**config.mk**
```make
export PLATFORM = sky130hd
export DESIGN_NAME = sequential_list_insert_erase_unit
export DESIGN_NICKNAME = d
export VERILOG_FILES = /design/src/rtl/core/slie_pkg.sv /design/src/rtl/core/sequential_list_insert_erase_unit.sv /design/src/rtl/core/slie_mem.sv /design/src/rtl/core/slie_seq.sv
export SDC_FILE = /design/constraint.sdc
export NUM_CORES = 1
export LEC_CHECK = 0
export BUFFER_PORTS_ARGS = -buffer_cell sky130_fd_sc_hd__buf_2
export CORE_ASPECT_RATIO = 1.1
export CORE_UTILIZATION = 30
export CTS_CLUSTER_SIZE = 20
export DETAILED_ROUTE_END_ITERATION = 10
export PLACE_DENSITY = 0.48
export SYNTH_ARGS = -nofsm -noshare
export SYNTH_HDL_FRONTEND = slang
export SYNTH_SLANG_ARGS = --single-unit
```
**constraint.sdc**
```tcl
create_clock -name i_clk -period 6.2 [get_ports i_clk]
set_input_delay 1.24 -clock i_clk [delete_from_list [all_inputs] [get_ports i_clk]]
set_output_delay 1.24 -clock i_clk [all_outputs]
set_load 0.02 [all_outputs]
```
**src/rtl/core/slie_pkg.sv**
```systemverilog
package slie_pkg;

    localparam int CAPACITY_DEF = 16;
    localparam int DATA_W       = 32;
    localparam int MODE_W       = 2;
    localparam int POS_W        = 5;
    localparam int STATUS_W     = 2;
    localparam int COUNT_W      = 5;

    localparam logic [MODE_W-1:0] MODE_INSERT = 2'd0;
    localparam logic [MODE_W-1:0] MODE_ERASE  = 2'd1;
    localparam logic [MODE_W-1:0] MODE_READ   = 2'd2;

    localparam logic [STATUS_W-1:0] ST_OK    = 2'd0;
    localparam logic [STATUS_W-1:0] ST_FULL  = 2'd1;
    localparam logic [STATUS_W-1:0] ST_EMPTY = 2'd2;
    localparam logic [STATUS_W-1:0] ST_RANGE = 2'd3;

    // memory port strobes from the sequencer
    typedef struct packed {
        logic we;
        logic re;
    } t_mem_ctl;

endpackage

```
**src/rtl/core/sequential_list_insert_erase_unit.sv**
```systemverilog
// Channel   Handshake            Payload
// command   start / busy         i_mode, i_position, i_value
// result    o_strobe (1 cycle)   o_status, o_count, o_read_value
//
// A command is taken on a clock edge with start high and busy low.
// Insert: S_SHIFT moves the entries from position on up by one, then S_PUT writes the value;
// erase: S_CAPT, then S_SHIFT moves later entries down; read: S_CAPT; rejected or no-op commands: busy stays low.
// The list memory has one read and one write port: one entry moves per cycle.
// Synchronous active-low reset empties the list; memory contents are not cleared.
// The result strobe lasts one cycle and cannot be held off.
module sequential_list_insert_erase_unit #(
    parameter int CAPACITY = slie_pkg::CAPACITY_DEF
) (
    input  logic                                i_clk,
    input  logic                                i_rst_n,
    input  logic                                start,
    output logic                                busy,
    input  logic [slie_pkg::MODE_W-1:0]         i_mode,
    input  logic [slie_pkg::POS_W-1:0]          i_position,
    input  logic signed [slie_pkg::DATA_W-1:0]  i_value,
    output logic                                o_strobe,
    output logic [slie_pkg::STATUS_W-1:0]       o_status,
    output logic [slie_pkg::COUNT_W-1:0]        o_count,
    output logic signed [slie_pkg::DATA_W-1:0]  o_read_value
);

    localparam int AW = $clog2(CAPACITY);

    slie_pkg::t_mem_ctl mem_ctl;
    logic [AW-1:0] mem_waddr;
    logic [AW-1:0] mem_raddr;
    logic signed [slie_pkg::DATA_W-1:0] mem_wdata;
    logic signed [slie_pkg::DATA_W-1:0] mem_rdata;

    slie_seq #(
        .CAPACITY(CAPACITY)
    ) u_seq (
        .i_clk       (i_clk),
        .i_rst_n     (i_rst_n),
        .start       (start),
        .busy        (busy),
        .i_mode      (i_mode),
        .i_position  (i_position),
        .i_value     (i_value),
        .o_strobe    (o_strobe),
        .o_status    (o_status),
        .o_count     (o_count),
        .o_read_value(o_read_value),
        .o_mem_ctl   (mem_ctl),
        .o_waddr     (mem_waddr),
        .o_wdata     (mem_wdata),
        .o_raddr     (mem_raddr),
        .i_rdata     (mem_rdata)
    );

    slie_mem #(
        .CAPACITY(CAPACITY)
    ) u_mem (
        .i_clk  (i_clk),
        .i_ctl  (mem_ctl),
        .i_waddr(mem_waddr),
        .i_wdata(mem_wdata),
        .i_raddr(mem_raddr),
        .o_rdata(mem_rdata)
    );

endmodule

```
**src/rtl/core/slie_mem.sv**
```systemverilog
module slie_mem #(
    parameter int CAPACITY = slie_pkg::CAPACITY_DEF,
    localparam int AW = $clog2(CAPACITY)
) (
    input  logic                                i_clk,
    input  slie_pkg::t_mem_ctl                  i_ctl,
    input  logic [AW-1:0]                       i_waddr,
    input  logic signed [slie_pkg::DATA_W-1:0]  i_wdata,
    input  logic [AW-1:0]                       i_raddr,
    output logic signed [slie_pkg::DATA_W-1:0]  o_rdata
);

    logic signed [slie_pkg::DATA_W-1:0] r_mem [CAPACITY];
    logic signed [slie_pkg::DATA_W-1:0] r_rdata;

    always_ff @(posedge i_clk) begin
        if (i_ctl.we) begin
            r_mem[i_waddr] <= i_wdata;
        end
        if (i_ctl.re) begin
            r_rdata <= r_mem[i_raddr];
        end
    end

    assign o_rdata = r_rdata;

endmodule

```
**src/rtl/core/slie_seq.sv**
```systemverilog
module slie_seq #(
    parameter int CAPACITY = slie_pkg::CAPACITY_DEF,
    localparam int AW = $clog2(CAPACITY)
) (
    input  logic                                   i_clk,
    input  logic                                   i_rst_n,
    input  logic                                   start,
    output logic                                   busy,
    input  logic [slie_pkg::MODE_W-1:0]            i_mode,
    input  logic [slie_pkg::POS_W-1:0]             i_position,
    input  logic signed [slie_pkg::DATA_W-1:0]     i_value,
    output logic                                   o_strobe,
    output logic [slie_pkg::STATUS_W-1:0]          o_status,
    output logic [slie_pkg::COUNT_W-1:0]           o_count,
    output logic signed [slie_pkg::DATA_W-1:0]     o_read_value,
    output slie_pkg::t_mem_ctl                     o_mem_ctl,
    output logic [AW-1:0]                          o_waddr,
    output logic signed [slie_pkg::DATA_W-1:0]     o_wdata,
    output logic [AW-1:0]                          o_raddr,
    input  logic signed [slie_pkg::DATA_W-1:0]     i_rdata
);

    localparam int CW = $clog2(CAPACITY + 1);
    localparam int XW = (CW > slie_pkg::POS_W) ? CW : slie_pkg::POS_W;

    typedef enum logic [3:0] {
        S_IDLE  = 4'b0001,
        S_CAPT  = 4'b0010,
        S_SHIFT = 4'b0100,
        S_PUT   = 4'b1000
    } t_state;

    t_state r_state, n_state;
    logic [CW-1:0] r_count, n_count;
    logic [CW-1:0] r_left, n_left;
    logic [AW-1:0] r_src, n_src;
    logic [AW-1:0] r_wa, n_wa;
    logic [AW-1:0] r_pos, n_pos;
    logic signed [slie_pkg::DATA_W-1:0] r_val, n_val;
    logic signed [slie_pkg::DATA_W-1:0] r_res, n_res;
    logic [slie_pkg::STATUS_W-1:0] r_status, n_status;
    logic r_strobe, n_strobe;
    logic r_pend, n_pend;
    logic r_up, n_up;
    logic r_ins, n_ins;
    logic r_erase, n_erase;

    logic [XW-1:0] pos_x;
    logic [XW-1:0] cnt_x;
    logic [XW-1:0] cap_x;
    logic [AW-1:0] src_step;
    logic [AW-1:0] src_dst;

    assign pos_x = XW'(i_position);
    assign cnt_x = XW'(r_count);
    assign cap_x = XW'(CAPACITY);

    // shared index unit: next source and its destination, direction set per op
    assign src_step = r_up ? r_src + 1'b1 : r_src - 1'b1;
    assign src_dst  = r_up ? r_src - 1'b1 : r_src + 1'b1;

    always_comb begin
        n_state  = r_state;
        n_count  = r_count;
        n_left   = r_left;
        n_src    = r_src;
        n_wa     = r_wa;
        n_pos    = r_pos;
        n_val    = r_val;
        n_res    = r_res;
        n_status = r_status;
        n_strobe = 1'b0;
        n_pend   = r_pend;
        n_up     = r_up;
        n_ins    = r_ins;
        n_erase  = r_erase;

        o_mem_ctl.we = 1'b0;
        o_mem_ctl.re = 1'b0;
        o_waddr      = r_wa;
        o_wdata      = i_rdata;
        o_raddr      = r_src;

        unique case (r_state)
            S_IDLE: begin
                if (start) begin
                    unique case (i_mode) inside
                        slie_pkg::MODE_INSERT: begin
                            if (cnt_x >= cap_x) begin
                                n_strobe = 1'b1;
                                n_status = slie_pkg::ST_FULL;
                                n_res    = '0;
                            end else if (pos_x > cnt_x) begin
                                n_strobe = 1'b1;
                                n_status = slie_pkg::ST_RANGE;
                                n_res    = '0;
                            end else begin
                                n_pos   = AW'(pos_x);
                                n_val   = i_value;
                                n_src   = AW'(cnt_x - 1'b1);
                                n_left  = CW'(cnt_x - pos_x);
                                n_up    = 1'b0;
                                n_pend  = 1'b0;
                                n_ins   = 1'b1;
                                n_erase = 1'b0;
                                n_state = S_SHIFT;
                            end
                        end
                        slie_pkg::MODE_ERASE, slie_pkg::MODE_READ: begin
                            if (r_count == '0) begin
                                n_strobe = 1'b1;
                                n_status = slie_pkg::ST_EMPTY;
                                n_res    = '0;
                            end else if (pos_x >= cnt_x) begin
                                n_strobe = 1'b1;
                                n_status = slie_pkg::ST_RANGE;
                                n_res    = '0;
                            end else begin
                                o_mem_ctl.re = 1'b1;
                                o_raddr      = AW'(pos_x);
                                n_pos   = AW'(pos_x);
                                n_src   = AW'(pos_x + 1'b1);
                                n_left  = CW'(cnt_x - pos_x - 1'b1);
                                n_up    = 1'b1;
                                n_pend  = 1'b0;
                                n_ins   = 1'b0;
                                n_erase = (i_mode == slie_pkg::MODE_ERASE);
                                n_state = S_CAPT;
                            end
                        end
                        default: begin
                            n_strobe = 1'b1;
                            n_status = slie_pkg::ST_OK;
                            n_res    = '0;
                        end
                    endcase
                end
            end
            S_CAPT: begin
                n_res = i_rdata;
                if (r_erase) begin
                    n_state = S_SHIFT;
                end else begin
                    n_strobe = 1'b1;
                    n_status = slie_pkg::ST_OK;
                    n_state  = S_IDLE;
                end
            end
            S_SHIFT: begin
                // write back the entry read last cycle while reading the next
                o_mem_ctl.we = r_pend;
                if (r_left != '0) begin
                    o_mem_ctl.re = 1'b1;
                    n_wa   = src_dst;
                    n_src  = src_step;
                    n_left = r_left - 1'b1;
                    n_pend = 1'b1;
                end else begin
                    n_pend = 1'b0;
                    if (r_ins) begin
                        n_state = S_PUT;
                    end else begin
                        n_count  = r_count - 1'b1;
                        n_strobe = 1'b1;
                        n_status = slie_pkg::ST_OK;
                        n_state  = S_IDLE;
                    end
                end
            end
            S_PUT: begin
                o_mem_ctl.we = 1'b1;
                o_waddr      = r_pos;
                o_wdata      = r_val;
                n_count  = r_count + 1'b1;
                n_strobe = 1'b1;
                n_status = slie_pkg::ST_OK;
                n_res    = '0;
                n_state  = S_IDLE;
            end
            default: begin
                n_state = S_IDLE;
            end
        endcase
    end

    always_ff @(posedge i_clk) begin
        if (!i_rst_n) begin
            r_state  <= S_IDLE;
            r_count  <= '0;
            r_strobe <= 1'b0;
            r_pend   <= 1'b0;
        end else begin
            r_state  <= n_state;
            r_count  <= n_count;
            r_strobe <= n_strobe;
            r_pend   <= n_pend;
        end
    end

    always_ff @(posedge i_clk) begin
        r_left   <= n_left;
        r_src    <= n_src;
        r_wa     <= n_wa;
        r_pos    <= n_pos;
        r_val    <= n_val;
        r_res    <= n_res;
        r_status <= n_status;
        r_up     <= n_up;
        r_ins    <= n_ins;
        r_erase  <= n_erase;
    end

    assign busy         = (r_state != S_IDLE);
    assign o_strobe     = r_strobe;
    assign o_status     = r_status;
    assign o_count      = cnt_x[slie_pkg::COUNT_W-1:0];
    assign o_read_value = r_res;

endmodule

```
==> results.cfg, run 1 <==
[run_status]
status = finished, final reports clean

[timing]
tightest_slew_ps = 1120
finalCritPeriodShare_pct = 75.0
fmax_mhz = 215
rsz0062_at_grt = false
finalSetupViolCount = 0
slew_headroom_pct = 24.9
hold_viol = 0
tns_ps = 0
skew_ps = 21.5
finalWorstSetupSlack_ps = 1550
maxSlewViolCount = 0
layout_min_cycle_time_ps = 4650

[critical_path]
worstSetupPathType = in -> reg
crit_path_start = i_position[2]
rr_worst_depth = 11
r2r-start = u_seq.o_count[0]
worst_setup_path_start_kind = input pin
r2r_slack_ps = 1820
endpoint_kind = register
r2r_end = u_mem.o_rdata[16]
critPathArrivalTime_ps = 4960
critPathMaxFanout = 28
cp.required_ps = 6510
cp-endpoint = u_mem.o_rdata[16]

[route]
ant_nets = 0
drt_first_pass_iters = 5
wire_per_inst_um = 23.5
drcViolationCount = 0
dr_total_vias = 13409
drtIter0Drc = 975
totalWireLength_um = 64700
via_per_inst = 4.86

[floorplanning]
initial_core_util_pct = 30.3
dieHeight_um = 306
die_area_um2 = 85200
fp.dieW_um = 278
core_um2 = 83200
rows = 111
ios = 83

[cts]
postCtsSetupBuffers = 0
cts_max_level = 3
cts_resized = 0
cts_sinks = 641
cts_buffer_depth = 3
ctsHoldBuffers = 0
cts.clk_slew.worst_paths_ps = 60
insertion_delay_ps = 600
cts_buffers = 69
cts_tree = done
cts-root-buf = clkbuf_16

[placement]
dp_slack_ps = 953
detailed_place_hpwl_um = 36300
gp_congestion = 0.753
placed_area_um2 = 27300
dpl.cell_count = 2640
port_buffers = 82

[final_layout]
instances_no_fill = 2760
final_common_cell = edfxtp_1
diodes = 0
layout_common_cells = 630 x edfxtp_1, 265 x mux2i_1, 131 x o22ai_1, 122 x nand2_1, 82 x buf_2
synthToLayoutAreaGrowth_pct = 16.8
fin_area_um2 = 29400
drive_gt1_share_pct = 15.4
fin_nets = 1697

[global_route]
antenna_found_initial = 2
track_usage_pct = 15.3
first_global_vias = 13676
grt_pass1_wl_um = 94400
overflow = 0
grt_max_degree = 72

[logic_synthesis]
synth_xor_area_share_pct = 0.695
synth-simple-area-share_pct = 5.55
synth-compound-area-share_pct = 4.68
muxShareOfSynthArea_pct = 10.7
synthArstFlopShare_pct = 0
synth_top_family_by_area = multiplexers
synth_nets = 1568
synth_area_um2 = 25200
synth.area.top_cells = edfxtp_1 75%, mux2i_1 11%, o22ai_1 3.3%, nand2_1 1.9%, or4_1 0.98%
seq_area_frac_synth_pct = 76.0
synth_ff_type = edfxtp_1
yosysUniqueCellTypes = 49
ys_warn_count = 0
synth_cells = 1509
yosysTopAreaCell = edfxtp_1
synth_enable_flop_cells = 630
synth-seq-cells = 641
synth_top_area_share_pct = 75.1
synth-adder-area-share_pct = 0.874
synth_area_per_cell_um2 = 16.7

[worst_hold_path]
hold_path_class = reg -> reg

[power_and_ir_drop]
vdd_drop_max_mv = 0.192
powerDensity_nw_per_um2 = 297
cellLeakagePower_nw = 10.4

[job]
maxCapViolCount = 0
==> worst max-delay path: stages <==
cell and delay, ps:
buf_2 160, inv_1 90, ha_1 370, o21a_1 150, o31ai_1 130, a2111oi_4 710, mux2i_4 590, buf_12 290
buf_12 260, mux2i_1 250, o22ai_1 110, or4_1 530
==> worst min path at each step <==
stage	startpoint	to	cells after the start	slack, ps
floorplan	u_seq.r_pend	u_seq.r_pend	2	470
global placement	u_seq.r_pend	u_seq.r_pend	2	540
detailed placement	u_mem.o_rdata[4]	u_seq.o_read_value[4]	1	540
CTS	u_seq.r_pend	u_seq.r_pend	2	550
global route	u_seq.r_pend	u_seq.r_pend	2	580
finish	u_seq.r_pend	u_seq.r_pend	2	560
==> cell type report <==
cell class	count	area, um^2
clock buffers	85	1810
multi-input cells	770	5850
clock inverters	35	295
fillers	7816	53800
well taps	1073	1340
repair buffers	130	896
inverters	26	97.6
flip-flops and latches	641	19100
==> per-stage QoR <==
step	utilization [%]	total power [W]	hold slack (ps)
floorplan	-	0.00489	468
global placement	32.8	0.00494	535
detailed placement	32.8	0.00494	543
CTS	35.4	0.00886	551
global route	35.4	0.00905	581
finish	35.4	0.00875	560
==> cells in the mapped netlist (5+ instances only) <==
cell      count
edfxtp_1    630
mux2i_1     266
o22ai_1     131
nand2_1     126
clkbuf_1     42
and2_1       39
or4_1        33
nor2_1       31
buf_2        26
inv_1        25
ha_1         16
nor3_1       16
a21oi_1      15
o21ai_0      13
xnor2_1      13
dfxtp_1      11
nand2b_1      9
xor2_1        7
a31oi_1       5
nand3_1       5
==> kinds of logic (layout without fill, tap and decap cells) <==
family,count (synthesis),count (layout)
AND/OR/NAND/NOR,279,279
adder cells (fa/ha/maj),17,17
AO/OA/AOI/OAI,186,186
buffers and inverters,98,276
flip-flops,641,641
XOR/XNOR,20,20
multiplexers,268,268
==> report_power, final <==
part,internal (W),leakage [nW],total (W),switching (W)
clock network,0.00224,1.03,0.00390,0.00166
registers,0.00471,5.80,0.00472,0.00000723
logic,0.0000467,3.57,0.000128,0.0000817
total,0.00700,10.4,0.00875,0.00175
==> routing by layer <==
metal	GRT usage, %	routed length, um	vias to the layer above
met4	4.51	1220	0
met3	2.23	2440	85
met5	0	0	-
li1	-	-	6153
met1	20.6	29400	6913
met2	25.4	31700	258
==> state kept, by name (all words and copies together), names as in the netlist <==
| register | cells |
|---|---|
| u_mem.o_rdata | 32 |
| u_seq.r_pend | 1 |
| u_seq.r_val | 32 |
| u_seq.r_erase | 1 |
| u_seq.r_up | 1 |
| u_seq.o_count | 5 |
| u_seq.r_wa | 4 |
| u_mem.r_mem | 512 |
| u_seq.o_status | 2 |
| u_seq.r_state | 4 |
| u_seq.o_strobe | 1 |
| u_seq.r_src | 4 |
| u_seq.r_ins | 1 |
| u_seq.r_pos | 4 |
| u_seq.r_left | 5 |
| u_seq.o_read_value | 32 |
Note: power is estimated with default switching activity, not from simulation.
==> run 2, diff against run 1 <==
Clock period 6.2 ns to 4.5 ns, I/O delays scaled along.
==> results.cfg, run 2 (same netlist as run 1, synthesis figures left out) <==
[final_layout]
regMostFlops = u_mem.r_mem
final_common_cell = edfxtp_1
diodes = 0
drive_gt1_share_pct = 16.4
n_fill_cell = 7707
largest_register_ff_count = 512
multi_input_area_um2 = 5850
synthToLayoutAreaGrowth_pct = 18.3
regArea_um2 = 19100
fin_nets = 1715
layout_common_cells = 630 x edfxtp_1, 265 x mux2i_1, 131 x o22ai_1, 122 x nand2_1, 82 x buf_2

[cts]
cts_sinks = 641
cts-root-buf = clkbuf_16
cts_buffer_depth = 3
cts_resized = 0
cts_tree = done
cts.clk_slew.worst_paths_ps = 60
cts_max_level = 3
ctsHoldBuffers = 0
insertion_delay_ps = 600
cts_buffers = 70
postCtsSetupBuffers = 0

[power_and_ir_drop]
vdd_drop_max_mv = 0.238
powerDensity_nw_per_um2 = 408
clkPwrFrac_pct = 45.1
p_int_w = 0.00974
sw_frac_of_total_pct = 20.0
combinationalPowerShare_pct = 1.5
switchingPower_w = 0.00244
power.share.sequential_pct = 53.4
cellLeakagePower_nw = 10.6

[floorplanning]
die_area_um2 = 85200
ios = 83
fp.dieW_um = 278
initial_core_util_pct = 30.3
core_um2 = 83200
dieHeight_um = 306
rows = 111

[global_route]
overflow = 0
antenna_found_initial = 2
use_met2_pct = 26.0
track_usage_pct = 15.2
grt_max_degree = 37
grt.busiest_layer = met2
grtUsageMet1_pct = 20.0
grtUsageMet3_pct = 2.19
grt_pass1_wl_um = 94100
first_global_vias = 13822

[critical_path]
critPathArrivalTime_ps = 4070
r2r-start = u_seq.o_count[1]
worstSetupPathType = in -> reg
cp.required_ps = 4840
critPathMaxFanout = 34
crit_family = compound AO/OA/AOI/OAI gates
max_stage_delay_ps = 520
worst_setup_path_start_kind = input pin
crit_path_start = i_position[2]
cpMaxStageDelayCell = or4_1
crit_buf_inv = 4
path_cells = buf_2 > inv_1 > ha_1 > o21a_1 > o31ai_1 > a2111oi_4 > mux2i_4 > buf_12 > buf_4 > mux2i_1 > o22ai_1 > or4_1
endpoint_kind = register

[route]
drcViolationCount = 0
dr_total_vias = 13506
drt_first_pass_iters = 5
via_per_inst = 4.86
totalWireLength_um = 64800
drtIter0Drc = 853
wire_per_inst_um = 23.3
ant_nets = 0

[timing]
tightest_slew_ps = 1020
maxSlewViolCount = 0
fmax_mhz = 268
finalWorstSetupSlack_ps = 772
finalCritPeriodShare_pct = 82.8
hold_viol = 0
slew_headroom_pct = 31.8
rsz0062_at_grt = false
finalSetupViolCount = 0
whs_ps = 469
layout_min_cycle_time_ps = 3730
skew_ps = 18.9
tns_ps = 0

[placement]
gp_congestion = 0.765
detailed_place_hpwl_um = 36500
dp_slack_ps = 131
port_buffers = 82

[worst_hold_path]
hold_path_class = in -> reg
hold_path_startpoint = i_value[28]

[run_status]
status = finished, final reports clean

[job]
maxCapViolCount = 0
## run 2: area by class of cell
class	count	area share, %
Sequential cell	641	64.2
Clock buffer	89	6.40
Tap cell	1073	4.50
Multi-Input combinational cell	770	19.6
Inverter	26	0.327
Timing Repair Buffer	147	4.10
Clock inverter	33	0.869
## run 2: power groups by stage
stage	Combinational [W]	Sequential (W)	Clock, W
6_report	0.000181	0.00651	0.00549
4_1_cts	0.000184	0.00651	0.00564
5_1_grt	0.000197	0.00650	0.00585
3_3_place_gp	0.000181	0.00663	0
3_5_place_dp	0.000183	0.00663	0
2_1_floorplan	0.0000768	0.00665	0
## run 2: path summary, 6_finish.rpt
kind	to	slack, ps	cells after the start
max reg2reg	u_mem.o_rdata[30]	780	11
min	u_seq.r_val[28]	470	1
min reg2reg	u_seq.r_pend	550	2
max	u_mem.o_rdata[30]	770	12
## run 2: metrics by stage
stage	total power, W	instances	utilization [%]	instance area [um^2]
6_report	0.0122	2779	35.8	29800
3_5_place_dp	0.00681	2657	33.2	27600
3_3_place_gp	0.00681	2657	33.2	27600
5_1_grt	0.0125	2779	35.8	29800
2_1_floorplan	0.00673	1509	-	25200
4_1_cts	0.0123	2779	35.8	29800
## run 2: metal layers
layer  vias up  wire length [um]
met2       318             31900
li1       6193                 -
met3        80              2760
met1      6915             28900
met5         -                 0
met4         0              1230
